**src/hw/rtl/qau_delay.sv**
```systemverilog
// Enabled shift line that keeps side data level with a pipelined unit.
`timescale 1ns / 1ps

module qau_delay #(
	parameter int WIDTH = 8,
	parameter int DEPTH = 4
) (
	input  logic             clk,
	input  logic             arst_n,
	input  logic             en,
	input  logic [WIDTH-1:0] d,
	output logic [WIDTH-1:0] q
);
	logic [DEPTH-1:0][WIDTH-1:0] sr_q;

	always_ff @(posedge clk or negedge arst_n) begin
		if (!arst_n) begin
			sr_q <= '0;
		end else if (en) begin
			sr_q[0] <= d;
			for (int i = 1; i < DEPTH; i++) begin
				sr_q[i] <= sr_q[i-1];
			end
		end
	end

	assign q = sr_q[DEPTH-1];
endmodule

```
**config.mk**
```make
export PLATFORM = sky130hd
export DESIGN_NAME = qau_delay
export DESIGN_NICKNAME = d
export VERILOG_FILES = /design/src/hw/rtl/qau_delay.sv
export SDC_FILE = /design/constraint.sdc
export NUM_CORES = 1
export LEC_CHECK = 0
export ABC_AREA = 0
export BUFFER_PORTS_ARGS = -buffer_cell sky130_fd_sc_hd__buf_2
export CAP_MARGIN = 40
export CORE_MARGIN = 2
export CORE_UTILIZATION = 35
export CTS_CLUSTER_DIAMETER = 150
export DETAILED_ROUTE_END_ITERATION = 10
export GPL_TIMING_DRIVEN = 0
export PLACE_DENSITY_LB_ADDON = 0.1
export SLEW_MARGIN = 25
export SYNTH_ARGS = -nofsm -noshare
export SYNTH_HDL_FRONTEND = slang
export SYNTH_SLANG_ARGS = --single-unit
```
**constraint.sdc**
```tcl
create_clock -name clk -period 1.4 [get_ports clk]
set_clock_uncertainty 0.05 [all_clocks]
set_input_delay 0.28 -clock clk [delete_from_list [all_inputs] [get_ports clk]]
set_output_delay 0.28 -clock clk [all_outputs]
set_load 0.05 [all_outputs]
```
==> results.json, run 1 <==
{
  "r2r-end": "sr_q[10]",
  "max_cap_violations": 0,
  "grt_setup_unrepaired": "no",
  "grtUsageTotal_pct": 11.3,
  "worstMarginPinSlew_ns": 0.250,
  "root_buffer": "clkbuf_8",
  "place_congestion": 0.658,
  "min_from": "d[1]",
  "ys_seq_area_share_pct": 57.0,
  "drc": 0,
  "drv_slew": 0,
  "cts_tree": "built",
  "post-route-period-util_pct": 94.5,
  "timing.critical_path.from": "q[2]",
  "startpoint_type": "flop",
  "finalSetupViolCount": 0,
  "clk_latency_ns": 0.28,
  "routed_wl_um": 2000,
  "clock_sinks": 32,
  "synth_cells": 76,
  "yosysWarnings": 0,
  "max_freq_mhz": 756,
  "grt_pass1_vias": 670,
  "dpl.hpwl_um": 1220,
  "arrival_ns": 0.99,
  "crit_type": "reg2out",
  "reg2reg_slack_ns": 0.58,
  "nNetsFinal": 113,
  "r2r_start": "sr_q[10]",
  "hold_violations": 0,
  "fillers": 371,
  "syn_nets": 87,
  "core_um2": 3940,
  "clock_path_buffers": 2,
  "numPortBuffers": 17,
  "outcome": "finished clean",
  "synth_cell_types": 6,
  "wl_met2_um": 878,
  "grt_antenna_before_repair": 0,
  "hold_path_end": "sr_q[1]",
  "dr.pass1.iters": 3,
  "path_max_fanout": 2,
  "reg2reg_depth": 1,
  "power_density_nw_per_um2": 1540,
  "grt_pass1_wl_um": 3510,
  "ys_seq_elements": 32,
  "crit_chain": "buf_4, buf_2",
  "viasPerCell": 4.22,
  "num_vias": 645,
  "wl_per_cell_um": 13.1,
  "slowest_delay_ns": 0.39,
  "final_antenna_net_count": 0,
  "n_antenna_cell": 0,
  "cts_made_buffers": 5,
  "max-slew-margin-rel_pct": 83.5,
  "vdd_ir_drop_max_v": 0.000652,
  "fp.dieH_um": 67.4,
  "pin_count": 19,
  "tns_ns": 0,
  "cts_max_level": 2,
  "cpMaxStageDelayCell": "dfrtp_1",
  "dieArea_um2": 4540,
  "synth_area_per_cell_um2": 18.5,
  "highest_layer": "met4",
  "fp.dieW_um": 67.4,
  "cp.required_ns": 1.07,
  "whs_path_depth": 2,
  "initial_core_util_pct": 35.6,
  "met3_length_um": 101,
  "area_delta_synth_final_pct": 19.2,
  "synth_area_um2": 1410,
  "clk_pin_slew_ns": 0.07,
  "drt-met1-wl_um": 974,
  "drt_iter0_drc": 29,
  "fin_crit_ns": 1.32,
  "layout-drive-gt1-share_pct": 68.0,
  "holdWs_ns": 0.178,
  "grt_remaining_overflow": 0,
  "grt_max_degree": 33,
  "hold_class": "in2reg",
  "cp-end-kind": "output port",
  "leakagePower_uw": 0.000835,
  "rows": 23
}
## report_power, final
group          internal, uW  switching (uW)
sequential             1080            86.6
combinational           355             323
clock                   392             339
## registers in the layout, summed over array words and instances, names as in the netlist
register  flops
sr_q         24
q             8
## cell type report
cell class / count / area, um^2 / area share (%)
sequential: 32 / 801 / 47.8
multi-input combinational: 32 / 473 / 28.2
buffer: 12 / 131 / 7.84
timing repair buffer: 19 / 115 / 6.87
clock buffer: 6 / 82.6 / 4.93
tap: 50 / 62.6 / 3.73
clock inverter: 2 / 10.0 / 0.597
## logic make-up (layout without fill, tap and decap cells)
family | count (synthesis) | in the layout | share of synthesized area, %
flops | 32 | 32 | 57.0
buf+inv | 12 | 39 | 9.35
mux | 32 | 32 | 33.7
## Yosys cell counts
cell	count	share of area [%]
buf_12	3	4.3
buf_4	8	4.3
buf_6	1	0.80
dfrtp_1	32	57
mux2_2	2	1.6
mux2_4	30	32
## per-layer routing
| metal | vias up | track usage (%) |
|---|---|---|
| met5 | - | 0 |
| met4 | 0 | 5.36 |
| li1 | 305 | - |
| met2 | 15 | 15.7 |
| met1 | 319 | 14.8 |
| met3 | 6 | 5.50 |
## timing repair
item / CTS / global route
hold buffers: 0 / 1
gates resized for setup: 0 / 0
buffers inserted: 0 / 0
endpoints found under the hold margin: 0 / 32
## worst max-delay path: cells and delay by family (launching register included)
family	cells	cell delay, ns
DFF	1	0.39
buffers and inverters	2	0.33
## worst max path at each step
| stage | to | depth (start not counted) | slack (ns) |
|---|---|---|---|
| finish | q[2] | 2 | 0.08 |
| global route | q[1] | 2 | 0.02 |
| CTS | q[2] | 2 | 0.06 |
| detailed placement | sr_q[3] | 3 | 0.35 |
| global placement | q[5] | 3 | 0.36 |
| floorplan | q[0] | 3 | 0.40 |
## through the flow
stage / area, um^2 / cells / total power (uW) / utilization, % / worst slack, ns
CTS: 1650 / 151 / 2610 / 41.7 / 0.0594
floorplan: 1410 / 76 / 1740 / - / 0.403
global route: 1680 / 153 / 2730 / 42.5 / 0.0211
finish: 1680 / 153 / 2580 / 42.5 / 0.0765
global placement: 1550 / 143 / 1860 / 39.4 / 0.359
detailed placement: 1550 / 143 / 1860 / 39.4 / 0.355
## layout by cell type (no fill, tap or decap), drive strengths merged
cell type	Yosys	final
mux2	32	32
dfrtp	32	32
buf	12	30
clkbuf	0	6
dlygate4sd3	0	1
clkinv	0	2
No activity file was read; power rests on OpenSTA's default activity.
==> run 2, diff against run 1 <==
Settings changed: CAP_MARGIN 40 to default, CELL_PAD_IN_SITES_DETAIL_PLACEMENT from default to 1, CELL_PAD_IN_SITES_GLOBAL_PLACEMENT from default to 2.
==> results.json, run 2 (synthesis gave the netlist of run 1 again) <==
{
  "dpl.hpwl_um": 1420,
  "cp.required_ns": 1.07,
  "path_max_fanout": 2,
  "wl_per_cell_um": 14.2,
  "grt_setup_unrepaired": "no",
  "pin_count": 19,
  "nNetsFinal": 111,
  "holdWs_ns": -0.00102,
  "n_antenna_cell": 0,
  "fp.dieH_um": 67.4,
  "cts_resized": 0,
  "cts_made_buffers": 5,
  "cpMaxStageDelayCell": "dfrtp_1",
  "hold_class": "in2async",
  "max_freq_mhz": 749,
  "root_buffer": "clkbuf_8",
  "hold_violations": 2,
  "arrival_ns": 1.01,
  "grt_max_degree": 33,
  "fp.dieW_um": 67.4,
  "rows": 23,
  "power_uw": 2580,
  "clock_path_buffers": 2,
  "fin_crit_ns": 1.34,
  "slowest_delay_ns": 0.40,
  "final_cell_area_um2": 1640,
  "drt_iter0_drc": 18,
  "final_cell_mix": "32 x dfrtp_1, 30 x mux2_4, 17 x buf_2",
  "r2r_start": "sr_q[20]",
  "hold_buffers": 0,
  "regMostFlops": "sr_q",
  "post-route-period-util_pct": 95.4,
  "timing.critical_path.from": "q[2]",
  "finalSetupViolCount": 0,
  "drc": 0,
  "routed_wl_um": 2140,
  "numPortBuffers": 17,
  "crit_type": "reg2out",
  "crit_chain": "buf_4, buf_2",
  "cp-end-kind": "output port",
  "cts_setup_buffers": 0,
  "power_density_nw_per_um2": 1570,
  "largest_reg_flops": 24,
  "grt_pass1_vias": 698,
  "outcome": "finished with violations",
  "vdd_ir_drop_max_v": 0.000651,
  "final_common_cell": "dfrtp_1",
  "final_antenna_net_count": 0,
  "cts_max_level": 2,
  "cts_tree": "built",
  "dieArea_um2": 4540,
  "area_delta_synth_final_pct": 16.9,
  "grt_remaining_overflow": 0,
  "violations": "hold timing",
  "max_cap_violations": 0,
  "viasPerCell": 4.38,
  "dpl_cell_area_um2": 1550,
  "crit_family": "flip-flops",
  "dr.pass1.iters": 4,
  "grt_pass1_wl_um": 3550,
  "grt_antenna_before_repair": 0,
  "worstMarginPinSlew_ns": 0.705,
  "core_um2": 3940,
  "layout-drive-gt1-share_pct": 66.3,
  "tns_ns": 0,
  "clk_pin_slew_ns": 0.07,
  "place_congestion": 0.644,
  "startpoint_type": "flop",
  "clk_latency_ns": 0.28,
  "initial_core_util_pct": 35.6,
  "fillers": 386,
  "critical_path_buf_inv_count": 2,
  "max-slew-margin-rel_pct": 53.0,
  "grtUsageTotal_pct": 11.2,
  "clock_sinks": 32,
  "drv_slew": 0,
  "leakagePower_uw": 0.000816,
  "num_vias": 661
}
==> run 2: cell count changes in the layout (fill, tap and decap cells not counted) <==
| cell | previous run | this run |
|---|---|---|
| buf_12 | 4 | 3 |
| clkinv_2 | 2 | 0 |
| clkbuf_1 | 0 | 2 |
| dlygate4sd3_1 | 1 | 0 |
==> run 2: stage by stage <==
stage	cells	setup slack (ns)	utilization (%)	hold slack, ns
after CTS	151	0.0547	41.7	0.0409
after floorplan	76	0.403	-	-0.0656
after global placement	143	0.365	39.4	0.321
after detailed placement	143	0.352	39.4	0.336
final	151	0.0649	41.7	-0.00102
after global routing	151	0.0295	41.7	0.0603
==> run 2: routing by layer <==
metal | part of all wire, % | track usage [%] | vias to the layer above | routed length [um]
li1 | - | - | 299 | -
met1 | 44 | 13.9 | 345 | 948
met2 | 50 | 17.3 | 12 | 1060
met3 | 4.0 | 4.00 | 5 | 86
met4 | 2.1 | 5.36 | 0 | 44
met5 | 0 | 0 | - | 0
==> run 2: final cells by class <==
type                    count  area, um^2  share of cell area [%]
flip-flops and latches     32         801                    48.7
multi-input cells          32         473                    28.8
plain buffers              12         131                    8.00
clock buffers               8        90.1                    5.48
repair buffers             17        85.1                    5.18
well taps                  50        62.6                    3.81
==> run 2: power by group <==
part           switching [uW]  internal (uW)  leakage [uW]
combinational             324            347      0.000395
clock                     326            401     0.0000455
sequential               95.3           1090      0.000376
total                     745           1830      0.000816
==> run 2: worst paths after layout <==
check	end	slack [ns]	depth (start not counted)
setup / recovery	q[2]	0.06	2
hold / removal	sr_q[6]	-0.001	1
setup reg to reg	sr_q[20]	0.57	1
hold reg to reg	sr_q[21]	0.46	1
max in group asynchronous	sr_q[10]	0.85	1
min in group clk	sr_q[3]	0.18	2
